`src/wpm_pkg.sv`:
```
// ----------------------------------------------------------------------------
// wpm_pkg
// Shared types, constants and helpers for the wildcard pattern matcher.
// ----------------------------------------------------------------------------
package wpm_pkg;

    localparam int MAX_PATTERN   = 16;
    localparam int POSITION_BITS = 32;
    localparam int COUNT_BITS    = 32;
    localparam int LEN_BITS      = $clog2(MAX_PATTERN + 1);
    localparam int IDX_BITS      = (MAX_PATTERN > 1) ? $clog2(MAX_PATTERN) : 1;
    localparam int CFG_DATA_BITS = 64;
    localparam int CFG_IDX_BITS  = 2;

    localparam logic [7:0] WILDCARD_CHAR = 8'h3F;

    typedef logic [7:0]               t_byte;
    typedef logic [POSITION_BITS-1:0] t_pos;
    typedef logic [COUNT_BITS-1:0]    t_count;
    typedef logic [LEN_BITS-1:0]      t_len;

    typedef enum logic [CFG_IDX_BITS-1:0] {
        CFG_PATTERN_LOW    = 2'd0,
        CFG_PATTERN_HIGH   = 2'd1,
        CFG_PATTERN_LENGTH = 2'd2,
        CFG_WILDCARD       = 2'd3
    } t_cfg_reg;

    // one accepted beat as seen by the tracker
    typedef struct packed {
        logic accept;
        logic last;
        logic all_hit;
    } t_step;

    // zero reads as one, anything above the window depth as the depth
    function automatic t_len effective_length(input logic [4:0] len);
        t_len r;
        if (len == 5'd0) begin
            r = t_len'(1);
        end else if (32'(len) > MAX_PATTERN) begin
            r = t_len'(MAX_PATTERN);
        end else begin
            r = t_len'(len);
        end
        return r;
    endfunction

endpackage

```
`src/wpm_in_if.sv`:
```
// ----------------------------------------------------------------------------
// wpm_in_if
// Text byte channel: valid/ready with byte and end-of-text flag.
// ----------------------------------------------------------------------------
interface wpm_in_if;
    import wpm_pkg::*;

    logic  valid;
    logic  ready;
    t_byte text_byte;
    logic  last_byte;

    modport source (output valid, output text_byte, output last_byte, input ready);
    modport sink   (input valid, input text_byte, input last_byte, output ready);
endinterface

```
`src/wpm_out_if.sv`:
```
// ----------------------------------------------------------------------------
// wpm_out_if
// Match result channel: valid/ready with match report and running count.
// ----------------------------------------------------------------------------
interface wpm_out_if;
    import wpm_pkg::*;

    logic   valid;
    logic   ready;
    logic   match_valid;
    t_count match_start;
    logic   end_of_text;
    t_count total_matches;

    modport source (output valid, output match_valid, output match_start,
                    output end_of_text, output total_matches, input ready);
    modport sink   (input valid, input match_valid, input match_start,
                    input end_of_text, input total_matches, output ready);
endinterface

```
`src/wpm_cell.sv`:
```
// ----------------------------------------------------------------------------
// wpm_cell
// One window slot: holds a text byte, passes it on each beat and compares
// the incoming byte against its assigned pattern character.
// ----------------------------------------------------------------------------
module wpm_cell (
    input  logic           i_clk,
    input  logic           i_shift,
    input  wpm_pkg::t_byte i_byte,
    input  wpm_pkg::t_byte i_pattern_char,
    input  logic           i_wildcard,
    input  logic           i_active,
    output wpm_pkg::t_byte o_byte,
    output logic           o_hit
);
    import wpm_pkg::*;

    t_byte r_byte;

    // slots never reached by the current text are never compared, so no reset
    always_ff @(posedge i_clk) begin
        if (i_shift) begin
            r_byte <= i_byte;
        end
    end

    assign o_byte = r_byte;
    assign o_hit  = !i_active || (i_byte == i_pattern_char)
                    || (i_wildcard && (i_pattern_char == WILDCARD_CHAR));
endmodule

```
`src/wpm_tracker.sv`:
```
// ----------------------------------------------------------------------------
// wpm_tracker
// Position, non-overlap bound and match count; registered result stage.
// ----------------------------------------------------------------------------
module wpm_tracker (
    input  logic           i_clk,
    input  logic           i_rst_n,
    input  wpm_pkg::t_step i_step,
    input  wpm_pkg::t_len  i_len,
    output logic           o_busy,
    wpm_out_if.source      o_result
);
    import wpm_pkg::*;

    localparam t_pos   POS_MAX   = '1;
    localparam t_count COUNT_MAX = '1;

    t_pos   r_pos, n_pos;
    t_pos   r_ens, n_ens;
    t_count r_count, n_count;

    logic   r_valid, n_valid;
    logic   r_match_valid;
    t_count r_match_start;
    logic   r_end_of_text;
    t_count r_total;

    logic   have_pos;
    logic   reach;
    t_pos   start;
    t_pos   len_ext;
    logic   hit;
    logic   emit;

    always_comb begin
        len_ext  = t_pos'(i_len);
        have_pos = (r_pos != POS_MAX);
        reach    = (r_pos >= len_ext - t_pos'(1));
        start    = r_pos + t_pos'(1) - len_ext;
        hit      = have_pos && reach && i_step.all_hit && (start >= r_ens);
        emit     = hit || i_step.last;

        n_pos   = have_pos ? r_pos + t_pos'(1) : r_pos;
        n_ens   = hit ? r_pos + t_pos'(1) : r_ens;
        n_count = (hit && (r_count != COUNT_MAX)) ? r_count + t_count'(1) : r_count;

        // a new beat loads the slot; otherwise it holds until taken
        n_valid = (i_step.accept && emit) || (r_valid && !o_result.ready);
    end

    always_ff @(posedge i_clk) begin
        if (!i_rst_n) begin
            r_pos   <= '0;
            r_ens   <= '0;
            r_count <= '0;
            r_valid <= 1'b0;
        end else begin
            r_valid <= n_valid;
            if (i_step.accept) begin
                if (i_step.last) begin
                    r_pos   <= '0;
                    r_ens   <= '0;
                    r_count <= '0;
                end else begin
                    r_pos   <= n_pos;
                    r_ens   <= n_ens;
                    r_count <= n_count;
                end
            end
        end
    end

    always_ff @(posedge i_clk) begin
        if (i_step.accept && emit) begin
            r_match_valid <= hit;
            r_match_start <= hit ? t_count'(start) : '0;
            r_end_of_text <= i_step.last;
            r_total       <= n_count;
        end
    end

    // a held result blocks new beats only while the sink stalls it
    assign o_busy = r_valid && !o_result.ready;

    assign o_result.valid         = r_valid;
    assign o_result.match_valid   = r_match_valid;
    assign o_result.match_start   = r_match_start;
    assign o_result.end_of_text   = r_end_of_text;
    assign o_result.total_matches = r_total;
endmodule

```
`src/wildcard_pattern_match_stream.sv`:
```
// ----------------------------------------------------------------------------
// wildcard_pattern_match_stream
// Result timing: a result is registered and shown in the cycle after the byte that causes it.
// Throughput: one text byte per cycle; the window is a chain of compare cells
// and a single output register, so input stalls only while a held result
// is itself stalled by the sink.
// Reset: synchronous, active low; registers return to their defaults
// (length 1, wildcard off) and the position, bound and count clear.
// ----------------------------------------------------------------------------
module wildcard_pattern_match_stream (
    input  logic                                i_clk,
    input  logic                                i_rst_n,
    input  logic                                i_cfg_wr_en,
    input  logic [wpm_pkg::CFG_IDX_BITS-1:0]    i_cfg_index,
    input  logic [wpm_pkg::CFG_DATA_BITS-1:0]   i_cfg_data,
    wpm_in_if.sink                              i_text,
    wpm_out_if.source                           o_result
);
    import wpm_pkg::*;

    logic [CFG_DATA_BITS-1:0] r_pattern_low;
    logic [CFG_DATA_BITS-1:0] r_pattern_high;
    logic [4:0]               r_pattern_length;
    logic                     r_wildcard;

    t_len  eff_len;
    t_byte pattern_chars [MAX_PATTERN];
    t_byte cell_bytes    [MAX_PATTERN];
    logic [MAX_PATTERN-1:0] hits;
    logic  busy;
    logic  accept;
    t_step step;

    always_ff @(posedge i_clk) begin
        if (!i_rst_n) begin
            r_pattern_low    <= '0;
            r_pattern_high   <= '0;
            r_pattern_length <= 5'd1;
            r_wildcard       <= 1'b0;
        end else if (i_cfg_wr_en) begin
            unique case (t_cfg_reg'(i_cfg_index))
                CFG_PATTERN_LOW:    r_pattern_low    <= i_cfg_data;
                CFG_PATTERN_HIGH:   r_pattern_high   <= i_cfg_data;
                CFG_PATTERN_LENGTH: r_pattern_length <= i_cfg_data[4:0];
                CFG_WILDCARD:       r_wildcard       <= i_cfg_data[0];
                default: ;
            endcase
        end
    end

    assign eff_len = effective_length(r_pattern_length);

    always_comb begin
        for (int k = 0; k < MAX_PATTERN; k++) begin
            pattern_chars[k] = (k < 8) ? r_pattern_low[(k % 8) * 8 +: 8]
                                       : r_pattern_high[(k % 8) * 8 +: 8];
        end
    end

    assign i_text.ready = !busy;
    assign accept       = i_text.valid && i_text.ready;

    // slot j compares the byte j beats old against pattern char len-1-j
    for (genvar j = 0; j < MAX_PATTERN; j++) begin : g_cell
        logic    active;
        t_len    pidx;
        t_byte   cell_in;

        assign active  = (t_len'(j) < eff_len);
        assign pidx    = eff_len - t_len'(j) - t_len'(1);
        assign cell_in = (j == 0) ? i_text.text_byte : cell_bytes[(j == 0) ? 0 : j - 1];

        wpm_cell u_cell (
            .i_clk          (i_clk),
            .i_shift        (accept),
            .i_byte         (cell_in),
            .i_pattern_char (pattern_chars[pidx[IDX_BITS-1:0]]),
            .i_wildcard     (r_wildcard),
            .i_active       (active),
            .o_byte         (cell_bytes[j]),
            .o_hit          (hits[j])
        );
    end

    assign step.accept  = accept;
    assign step.last    = i_text.last_byte;
    assign step.all_hit = &hits;

    wpm_tracker u_tracker (
        .i_clk    (i_clk),
        .i_rst_n  (i_rst_n),
        .i_step   (step),
        .i_len    (eff_len),
        .o_busy   (busy),
        .o_result (o_result)
    );
endmodule
```
`src/flat_wrapper.sv`:
```
// flat-port wrapper written by rule: the top's interface ports become plain ports
module wildcard_pattern_match_stream_flat import wpm_pkg::*;
  (i_clk, i_rst_n, i_cfg_wr_en, i_cfg_index, i_cfg_data, i_text_valid, i_text_text_byte, i_text_last_byte, i_text_ready, o_result_valid, o_result_match_valid, o_result_match_start, o_result_end_of_text, o_result_total_matches, o_result_ready);
  wpm_in_if i_text_i ();
  wpm_out_if o_result_i ();
  input  logic i_clk;
  input  logic i_rst_n;
  input  logic i_cfg_wr_en;
  input  logic [wpm_pkg::CFG_IDX_BITS-1:0] i_cfg_index;
  input  logic [wpm_pkg::CFG_DATA_BITS-1:0] i_cfg_data;
  input wire logic [$bits(i_text_i.valid)-1:0] i_text_valid;
  input wire logic [$bits(i_text_i.text_byte)-1:0] i_text_text_byte;
  input wire logic [$bits(i_text_i.last_byte)-1:0] i_text_last_byte;
  output wire logic [$bits(i_text_i.ready)-1:0] i_text_ready;
  output wire logic [$bits(o_result_i.valid)-1:0] o_result_valid;
  output wire logic [$bits(o_result_i.match_valid)-1:0] o_result_match_valid;
  output wire logic [$bits(o_result_i.match_start)-1:0] o_result_match_start;
  output wire logic [$bits(o_result_i.end_of_text)-1:0] o_result_end_of_text;
  output wire logic [$bits(o_result_i.total_matches)-1:0] o_result_total_matches;
  input wire logic [$bits(o_result_i.ready)-1:0] o_result_ready;
  assign i_text_i.valid = i_text_valid;
  assign i_text_i.text_byte = i_text_text_byte;
  assign i_text_i.last_byte = i_text_last_byte;
  assign i_text_ready = i_text_i.ready;
  assign o_result_valid = o_result_i.valid;
  assign o_result_match_valid = o_result_i.match_valid;
  assign o_result_match_start = o_result_i.match_start;
  assign o_result_end_of_text = o_result_i.end_of_text;
  assign o_result_total_matches = o_result_i.total_matches;
  assign o_result_i.ready = o_result_ready;
  wildcard_pattern_match_stream u_core (.i_clk(i_clk), .i_rst_n(i_rst_n), .i_cfg_wr_en(i_cfg_wr_en), .i_cfg_index(i_cfg_index), .i_cfg_data(i_cfg_data), .i_text(i_text_i), .o_result(o_result_i));
endmodule
```
`config.mk`:
```
export PLATFORM = sky130hd
export DESIGN_NAME = wildcard_pattern_match_stream_flat
export DESIGN_NICKNAME = d
export VERILOG_FILES = /design/src/wpm_pkg.sv /design/src/wpm_in_if.sv /design/src/wpm_out_if.sv /design/src/wpm_cell.sv /design/src/wpm_tracker.sv /design/src/wildcard_pattern_match_stream.sv /design/src/flat_wrapper.sv
export SDC_FILE = /design/constraint.sdc
export NUM_CORES = 1
export LEC_CHECK = 0
export ABC_AREA = 1
export BUFFER_PORTS_ARGS = -buffer_cell sky130_fd_sc_hd__buf_2
export CELL_PAD_IN_SITES_DETAIL_PLACEMENT = 2
export CELL_PAD_IN_SITES_GLOBAL_PLACEMENT = 2
export CORE_AREA = 10 10 290 292
export DETAILED_ROUTE_END_ITERATION = 6
export DIE_AREA = 0 0 300 302
export MAX_ROUTING_LAYER = met4
export PLACE_DENSITY_LB_ADDON = 0.1
export SYNTH_ARGS = -nofsm -noshare
export SYNTH_HDL_FRONTEND = slang
export SYNTH_HIERARCHICAL = 1
export SYNTH_SLANG_ARGS = --single-unit
```
`constraint.sdc`:
```
create_clock -name i_clk -period 18.7 [get_ports i_clk]
set_clock_uncertainty 0.15 [all_clocks]
set_input_delay 0.935 -clock i_clk [delete_from_list [all_inputs] [get_ports i_clk]]
set_output_delay 0.935 -clock i_clk [all_outputs]
set_load 0.1 [all_outputs]
```
==> flow_summary.json, run 1 <==
{
  "r2r_slack_ps": 9500,
  "multi_input_area_um2": 16200,
  "design_area_um2": 32400,
  "cts_sinks": 417,
  "grt_max_degree": 87,
  "worst_slew_pin_slew_ps": 1270,
  "fill_cells": 9545,
  "dpl_cell_area_um2": 30600,
  "root_buffer": "clkbuf_16",
  "dp.cells": 5436,
  "die_w_um": 300,
  "final_util": 0.413,
  "grt_use_total": 0.336,
  "clk_path_buf_depth": 3,
  "maxCapViolations": 0,
  "netlist_area_um2": 29100,
  "dieArea_um2": 90600,
  "max-vdd-ir-drop_v": 0.0000685,
  "start_kind": "flip-flop",
  "final_nets": 4600,
  "critPathArrivalTime_ps": 9590,
  "grt_pass1_wl_mm": 222,
  "initial_core_util": 0.372,
  "min_path_type": "flip-flop to flip-flop",
  "status": "finished, final reports clean",
  "numCtsBuffers": 51,
  "hpwl_mm": 120,
  "wl_per_cell_um": 27.4,
  "cp_slowest_cell": "buf_4",
  "clkTransAtPathRegs_ps": 70,
  "core_area_um2": 78400,
  "fin_crit_sh": 0.492,
  "endpoint_kind": "flip-flop",
  "wl_mm": 152,
  "p_leak_nw": 14.6,
  "drv_slew": 0,
  "regArea_um2": 10200,
  "cts_setup_buffers": 0,
  "final.min_clock_period_ps": 9200,
  "ant_nets": 0,
  "rsz0062_at_grt": "no",
  "postSynthAreaPerCell_um2": 6.62,
  "first_pass_iters": 5,
  "die_h_um": 302,
  "insertion_delay_ps": 630,
  "setup_violations": 0,
  "grt_antenna_before_repair": 9,
  "num_rows": 103,
  "grt_pass1_vias": 32721,
  "hold_buffers": 0,
  "synth_nets": 4565,
  "io_pins": 148,
  "syn-instance-count": 4404,
  "drtIter0Drc": 3383,
  "cts_tree": "done",
  "gp_congestion": 1.04,
  "ys.warnings.count": 6,
  "layout-drive-gt1-share": 0.0810,
  "crit_fanout": 73,
  "overflow": 0,
  "maxSlewHeadroom": 0.150,
  "vias_per_cell": 5.79,
  "max_freq_mhz": 109,
  "fin_cells": 5539,
  "vias": 32093,
  "tns_ps": 0,
  "required_ps": 19090,
  "cts_resized": 0,
  "critPathKind": "flip-flop to flip-flop",
  "htreeDepth": 2,
  "slowest_delay_ps": 770,
  "drc": 0,
  "crit_path_frequent_cell": "nand2_1",
  "io_buffers": 147,
  "p_per_area_nw_per_um2": 99.3,
  "area_delta_synth_final_pct": 11.1,
  "finalHoldViolCount": 0
}
[critical path, delay by kind of cell (launching register included)]
| family | cells | cell delay [ps] |
|---|---|---|
| AND/OR/NAND/NOR | 19 | 3880 |
| buffers and inverters | 8 | 3310 |
| flip-flops | 1 | 600 |
| adder cells (fa/ha/maj) | 1 | 520 |
| AO/OA/AOI/OAI | 2 | 310 |
| XOR/XNOR | 1 | 130 |
[registers in the layout, indices dropped and copies added (netlist names), 5 cells and up]
| signal | count |
|---|---|
| u_core/u_tracker/o_result.match_start | 32 |
| u_core/u_tracker/r_ens | 32 |
| u_core/r_pattern_length | 5 |
| u_core/u_tracker/r_pos | 32 |
| u_core/r_pattern_high | 64 |
| u_core/u_tracker/o_result.total_matches | 32 |
| u_core/r_pattern_low | 64 |
| u_core/u_tracker/r_count | 32 |
| u_core/g_cell.u_cell/o_byte | 120 |
[worst paths after layout]
kind | startpoint | to | cells past startpoint
worst min-delay path | u_core/r_wildcard | u_core/r_wildcard | 2
worst max register to register | u_core/r_pattern_length[4] | u_core/u_tracker/r_ens[5] | 31
worst min register to register | u_core/r_wildcard | u_core/r_wildcard | 2
worst max-delay path | u_core/r_pattern_length[4] | u_core/u_tracker/r_ens[5] | 31
[layout make-up]
type,instances,area share
antenna,8,0.000618
clock buffer,75,0.0466
clock inverter,20,0.00684
inverter,502,0.0584
multi-input combinational,3282,0.500
sequential,417,0.315
tap,1050,0.0406
timing repair buffer,185,0.0316
[layout by cell type, fill, tap and decap left out, types with 59 or more instances in the layout]
| cell | count |
|---|---|
| inv_1 | 464 |
| o21ai_0 | 199 |
| dfxtp_1 | 231 |
| edfxtp_1 | 186 |
| nand3_1 | 905 |
| ha_1 | 80 |
| nor2_1 | 306 |
| nand2_1 | 1233 |
| xnor2_1 | 83 |
| nand4_1 | 59 |
| buf_2 | 146 |
| a21oi_1 | 234 |
[per-stage QoR]
step | total power [W] | hold slack [ps] | setup WS [ps]
detailed placement | 0.00214 | 308 | 9780
finish | 0.00321 | 314 | 9500
CTS | 0.00320 | 317 | 9720
global route | 0.00335 | 338 | 8900
global placement | 0.00209 | 289 | 10010
floorplan | 0.00172 | 282 | 9040
[metal layers]
layer | routed length (µm) | track usage | up-vias
li1 | - | - | 14496
met4 | 4570 | 0.0915 | 0
met5 | 0 | - | -
met3 | 12000 | 0.0645 | 210
met2 | 65600 | 0.502 | 1102
met1 | 69400 | 0.458 | 16285
[power breakdown]
part / internal, W / leakage [nW] / total [W] / switching (W)
logic: 0.000274 / 10.1 / 0.00113 / 0.000860
registers: 0.00100 / 3.67 / 0.00104 / 0.0000339
clock network: 0.000616 / 0.847 / 0.00105 / 0.000430
total: 0.00189 / 14.6 / 0.00321 / 0.00132
Power figures use the tool's default switching activity.
==> inputs of run 2 (changes only) <==
ABC_AREA = 0   (was 1)
CORE_AREA = 10 10 289 291   (was 10 10 290 292)
DIE_AREA = 0 0 299 301   (was 0 0 300 302)
clock period = 8.2 ns   (was 18.7 ns; I/O delays follow)
==> flow_summary.json, run 2 <==
{
  "status": "finished, final reports clean",
  "vias_per_cell": 6.20,
  "hold_path.startpoint": "i_rst_n",
  "p_comb_frac": 0.202,
  "grt_use_total": 0.283,
  "die_h_um": 301,
  "netlist_area_um2": 28300,
  "overflow": 0,
  "first_pass_iters": 5,
  "insertion_delay_ps": 640,
  "cp_slowest_cell": "ha_2",
  "clkTransAtPathRegs_ps": 60,
  "io_pins": 148,
  "antennaDiodeCount": 0,
  "crit_family": "simple AND/OR/NAND/NOR gates",
  "required_ps": 8360,
  "wl_per_cell_um": 31.2,
  "vias": 25284,
  "p_sw_frac": 0.318,
  "maxSlewHeadroom": 0.147,
  "postSynthAreaPerCell_um2": 9.82,
  "critPathKind": "flip-flop to flip-flop",
  "drtIter0Drc": 2247,
  "drv_slew": 0,
  "final_common_cell": "nand2_1",
  "start_kind": "flip-flop",
  "fin_crit_sh": 0.885,
  "ys.warnings.count": 6,
  "core_area_um2": 77300,
  "crit_fanout": 28,
  "switching_power_w": 0.00183,
  "r2r-start": "u_core/r_pattern_length[3]",
  "final_nets": 3164,
  "setup_ws_ps": 944,
  "max_freq_mhz": 138,
  "largest_register_ffs": 120,
  "wl_mm": 127,
  "r2r_end": "u_core/u_tracker/o_result.match_start[4]",
  "worstRegToRegCells": 19,
  "area_delta_synth_final_pct": 14.4,
  "final_cell_mix": "nand2_1 (396), dfxtp_1 (230), mux2i_1 (196), edfxtp_1 (186), xnor2_1 (183)",
  "crit_path_frequent_cell": "buf_4",
  "post-layout-total-power_w": 0.00578,
  "ant_nets": 0,
  "tns_ps": 0,
  "cts_sinks": 417,
  "synth_nets": 3040,
  "holdPathEnd": "u_core/r_pattern_high[6]",
  "setup_violations": 0,
  "p_leak_nw": 11.5,
  "dieArea_um2": 90000,
  "hold_ws_ps": 90.8,
  "root_buffer": "clkbuf_16",
  "dp_slack_ps": 1080,
  "critPathArrivalTime_ps": 7410,
  "die_w_um": 299,
  "finalHoldViolCount": 0,
  "gp_congestion": 0.967,
  "grt_max_degree": 149,
  "drc": 0,
  "syn-instance-count": 2879,
  "htreeDepth": 2,
  "path_buf_inv": 3,
  "endpoint_kind": "flip-flop",
  "crit_chain": "nor3_4 -> nor2_2 -> nor2_8 -> ha_2 -> buf_4 -> mux2i_1 -> mux4_2 -> xnor2_1 -> nand4_1 -> o211ai_2 -> nand4_1 -> nor4_1 -> buf_4 -> nand2_1 -> a311oi_2 -> nor2_4 -> or2_2 -> buf_4 -> nor3_1",
  "cts_tree": "done",
  "layout-drive-gt1-share": 0.176,
  "max-vdd-ir-drop_v": 0.000105,
  "rsz0062_at_grt": "no",
  "r2r_slack_ps": 940,
  "hpwl_mm": 98.2,
  "io_buffers": 147,
  "clk_path_buf_depth": 3,
  "grt_pass1_vias": 26570,
  "seq_power_share": 0.408,
  "num_rows": 102,
  "worstHoldPathCells": 2,
  "initial_core_util": 0.366,
  "slowest_delay_ps": 1030,
  "min_path_type": "input pin to flip-flop",
  "fill_cells": 8246,
  "intPower_w": 0.00394,
  "worst_slew_pin_slew_ps": 1280,
  "numCtsBuffers": 49,
  "maxCapViolations": 0,
  "pwr-share-clk": 0.389,
  "final.min_clock_period_ps": 7260,
  "grt_pass1_wl_mm": 188,
  "grt_antenna_before_repair": 2,
  "p_per_area_nw_per_um2": 179
}
[run 2: per-layer routing]
layer	global-route usage	vias up	part of all wire
li1	-	11049	-
met1	0.369	13158	0.45
met2	0.447	891	0.46
met3	0.0467	186	0.061
met4	0.0820	0	0.031
met5	-	-	0
[run 2: worst max path at each step]
| stage | to | from | slack, ps | cells after the start |
|---|---|---|---|---|
| global placement | u_core/u_tracker/o_result.match_start[4] | u_core/r_pattern_length[2] | 1200 | 20 |
| global route | u_core/u_tracker/o_result.match_start[30] | u_core/r_pattern_length[3] | 610 | 23 |
| floorplan | u_core/u_tracker/r_pos[18] | u_core/u_tracker/o_result.valid | 170 | 8 |
| detailed placement | u_core/u_tracker/o_result.match_start[14] | u_core/r_pattern_length[4] | 1080 | 25 |
| CTS | u_core/u_tracker/o_result.match_start[14] | u_core/r_pattern_length[2] | 1090 | 22 |
| finish | u_core/u_tracker/o_result.match_start[4] | u_core/r_pattern_length[3] | 940 | 19 |
[run 2: power by group through the flow]
stage                     registers [W]  logic [W]  clock network, W
after floorplan                 0.00245   0.000656                 0
after global placement          0.00240    0.00107                 0
after detailed placement        0.00240    0.00112                 0
after CTS                       0.00236    0.00115           0.00230
after global routing            0.00236    0.00124           0.00238
final                           0.00236    0.00117           0.00225
[run 2: per-stage QoR]
stage / util / std cells / cell area [µm²]
after floorplan: - / 2879 / 28300
after global placement: 0.388 / 3919 / 30000
after detailed placement: 0.388 / 3919 / 30000
after CTS: 0.418 / 4081 / 32300
after global routing: 0.418 / 4081 / 32300
final: 0.418 / 4081 / 32300
[run 2: area by class of cell]
| class | instances | area, µm² | share of cell area |
|---|---|---|---|
| Clock buffer | 62 | 1330 | 0.0410 |
| Clock inverter | 27 | 289 | 0.00894 |
| Inverter | 64 | 250 | 0.00774 |
| Multi-Input combinational cell | 2187 | 17000 | 0.524 |
| Sequential cell | 417 | 10200 | 0.316 |
| Tap cell | 1040 | 1300 | 0.0402 |
| Timing Repair Buffer | 284 | 2000 | 0.0618 |
[run 2: repair_timing]
| action | in CTS | in global routing |
|---|---|---|
| hold buffers | 73 | 0 |
| buffers inserted | 0 | 0 |
| resized for setup | 0 | 0 |
| hold endpoints to repair | 142 | 0 |
| setup endpoints to repair | 0 | 0 |
[run 2: worst register-to-register path, delay by kind of cell, from the launching register on]
kind | cells | cell delay [ps]
muxes | 2 | 1200
xor gates and xnor gates | 1 | 120
adders and majority gates | 1 | 1050
AOI/OAI and AO/OA | 2 | 610
buffers and inverters | 3 | 790
and+or+nand+nor | 10 | 2360
DFF | 1 | 640
==> inputs of run 3 (changes only) <==
CAP_MARGIN = 20   (was unset)
CTS_CLUSTER_DIAMETER = 200   (was unset)
MAX_ROUTING_LAYER = unset   (was met4)
==> flow_summary.json, run 3 (synthesis gave the netlist of run 2 again) <==
{
  "status": "finished, violations left",
  "switching_power_w": 0.00180,
  "p_per_area_nw_per_um2": 180,
  "crit_family": "simple AND/OR/NAND/NOR gates",
  "grt_antenna_before_repair": 4,
  "numCtsBuffers": 49,
  "cts_resized": 0,
  "seq_power_share": 0.405,
  "cts_setup_buffers": 0,
  "path_buf_inv": 3,
  "final.min_clock_period_ps": 7570,
  "core_area_um2": 77300,
  "cp_num_cells": 20,
  "start_kind": "flip-flop",
  "die_w_um": 299,
  "intPower_w": 0.00402,
  "io_buffers": 147,
  "pwr-share-clk": 0.394,
  "tns_ps": 0,
  "largest_register_ffs": 120,
  "first_pass_iters": 7,
  "insertion_delay_ps": 620,
  "rsz0062_at_grt": "no",
  "required_ps": 8340,
  "grt_use_total": 0.271,
  "die_h_um": 301,
  "layout-drive-gt1-share": 0.173,
  "initial_core_util": 0.366,
  "fill_cells": 8305,
  "grt_max_degree": 149,
  "p_sw_frac": 0.309,
  "final_nets": 3160,
  "cts_tree": "done",
  "dpl_cell_area_um2": 29900,
  "cp_slowest_cell": "ha_2",
  "max_freq_mhz": 132,
  "crit_fanout": 28,
  "violations": "design-rule violations",
  "clk_path_buf_depth": 3,
  "grt_pass1_wl_mm": 186,
  "crit_path_frequent_cell": "buf_4",
  "drc": 2,
  "finalHoldViolCount": 0,
  "fin_crit_sh": 0.923,
  "htreeDepth": 2,
  "slowest_delay_ps": 1010,
  "worstHoldPathCells": 4,
  "crit_chain": "nor3_4 -> nor2_2 -> nor2_8 -> ha_2 -> buf_4 -> mux2i_1 -> a22oi_1 -> nand2_1 -> xnor2_1 -> nand4_1 -> o211ai_2 -> nand4_1 -> nor4_1 -> buf_4 -> nand2_1 -> a311oi_2 -> nor2_4 -> or2_2 -> buf_4 -> nor3_1",
  "setup_violations": 0,
  "clkTransAtPathRegs_ps": 60,
  "max-vdd-ir-drop_v": 0.000126,
  "worstRegToRegCells": 20,
  "endpoint_kind": "flip-flop",
  "hpwl_mm": 96.9,
  "cts_sinks": 417,
  "p_leak_nw": 11.5,
  "drv_slew": 0,
  "worst_slew_pin_slew_ps": 1140,
  "final_cell_mix": "nand2_1 (396), dfxtp_1 (230), mux2i_1 (196), edfxtp_1 (186), xnor2_1 (183)",
  "final_common_cell": "nand2_1",
  "maxCapViolations": 0,
  "vias": 25205,
  "num_rows": 102,
  "overflow": 0,
  "ant_nets": 0,
  "wl_per_cell_um": 30.8,
  "drtIter0Drc": 2383,
  "wl_mm": 126,
  "io_pins": 148,
  "critPathKind": "flip-flop to flip-flop",
  "design_area_um2": 32300,
  "dieArea_um2": 90000,
  "area_delta_synth_final_pct": 14.4,
  "maxSlewHeadroom": 0.238,
  "vias_per_cell": 6.18,
  "min_path_type": "input pin to flip-flop",
  "p_comb_frac": 0.201,
  "gp_congestion": 0.989,
  "grt_pass1_vias": 26685,
  "root_buffer": "clkbuf_16",
  "critPathArrivalTime_ps": 7710,
  "hold_buffers": 73
}
[run 3: stage by stage]
stage / hold WS (ps) / std cells / util / setup WS, ps / power (W)
6_report: 80.0 / 4080 / 0.418 / 631 / 0.00582
5_1_grt: 91.6 / 4079 / 0.418 / 281 / 0.00603
4_1_cts: 54.7 / 4077 / 0.418 / 736 / 0.00585
3_5_place_dp: 311 / 3913 / 0.387 / 779 / 0.00352
3_3_place_gp: 307 / 3912 / 0.387 / 957 / 0.00347
2_1_floorplan: 299 / 2879 / - / 173 / 0.00310
[run 3: worst reg2reg max path, delay by kind of cell (launching register included)]
kind / cells / cell delay, ps
xor+xnor: 1 / 180
compound gates: 3 / 760
simple gates: 11 / 2940
flops: 1 / 630
fa+ha+maj: 1 / 1010
buf+inv: 3 / 1050
mux: 1 / 520
[run 3: layout make-up]
type                       instances  area (µm²)  area share
multi-input combinational       2187       17000       0.524
sequential                       417       10200       0.316
timing repair buffer             280        1970      0.0610
clock buffer                      74        1390      0.0430
tap                             1040        1300      0.0402
clock inverter                    17         258     0.00797
inverter                          64         250     0.00774
antenna                            1        2.50   0.0000774
[run 3: power by group through the flow]
stage                     sequential [W]  combinational, W  clock (W)
after global placement           0.00240           0.00107          0
after CTS                        0.00236           0.00115    0.00234
final                            0.00236           0.00117    0.00229
after detailed placement         0.00240           0.00112          0
after global routing             0.00236           0.00124    0.00243
after floorplan                  0.00245          0.000656          0
[run 3: layer usage]
metal | share of wire | GRT usage | routed length, µm
met1 | 0.43 | 0.359 | 54700
met2 | 0.47 | 0.446 | 58700
met3 | 0.067 | 0.0498 | 8460
met4 | 0.031 | 0.0800 | 3910
met5 | 0 | 0 | 0
[run 3: final timing paths]
| path | from | endpoint | slack [ps] |
|---|---|---|---|
| min | i_cfg_index[1] | u_core/r_wildcard | 80 |
| max | u_core/r_pattern_length[2] | u_core/u_tracker/o_result.match_start[4] | 630 |
| min reg2reg | u_core/g_cell[13].u_cell/o_byte[6] | u_core/g_cell[14].u_cell/o_byte[6] | 320 |
| max reg2reg | u_core/r_pattern_length[2] | u_core/u_tracker/o_result.match_start[4] | 630 |
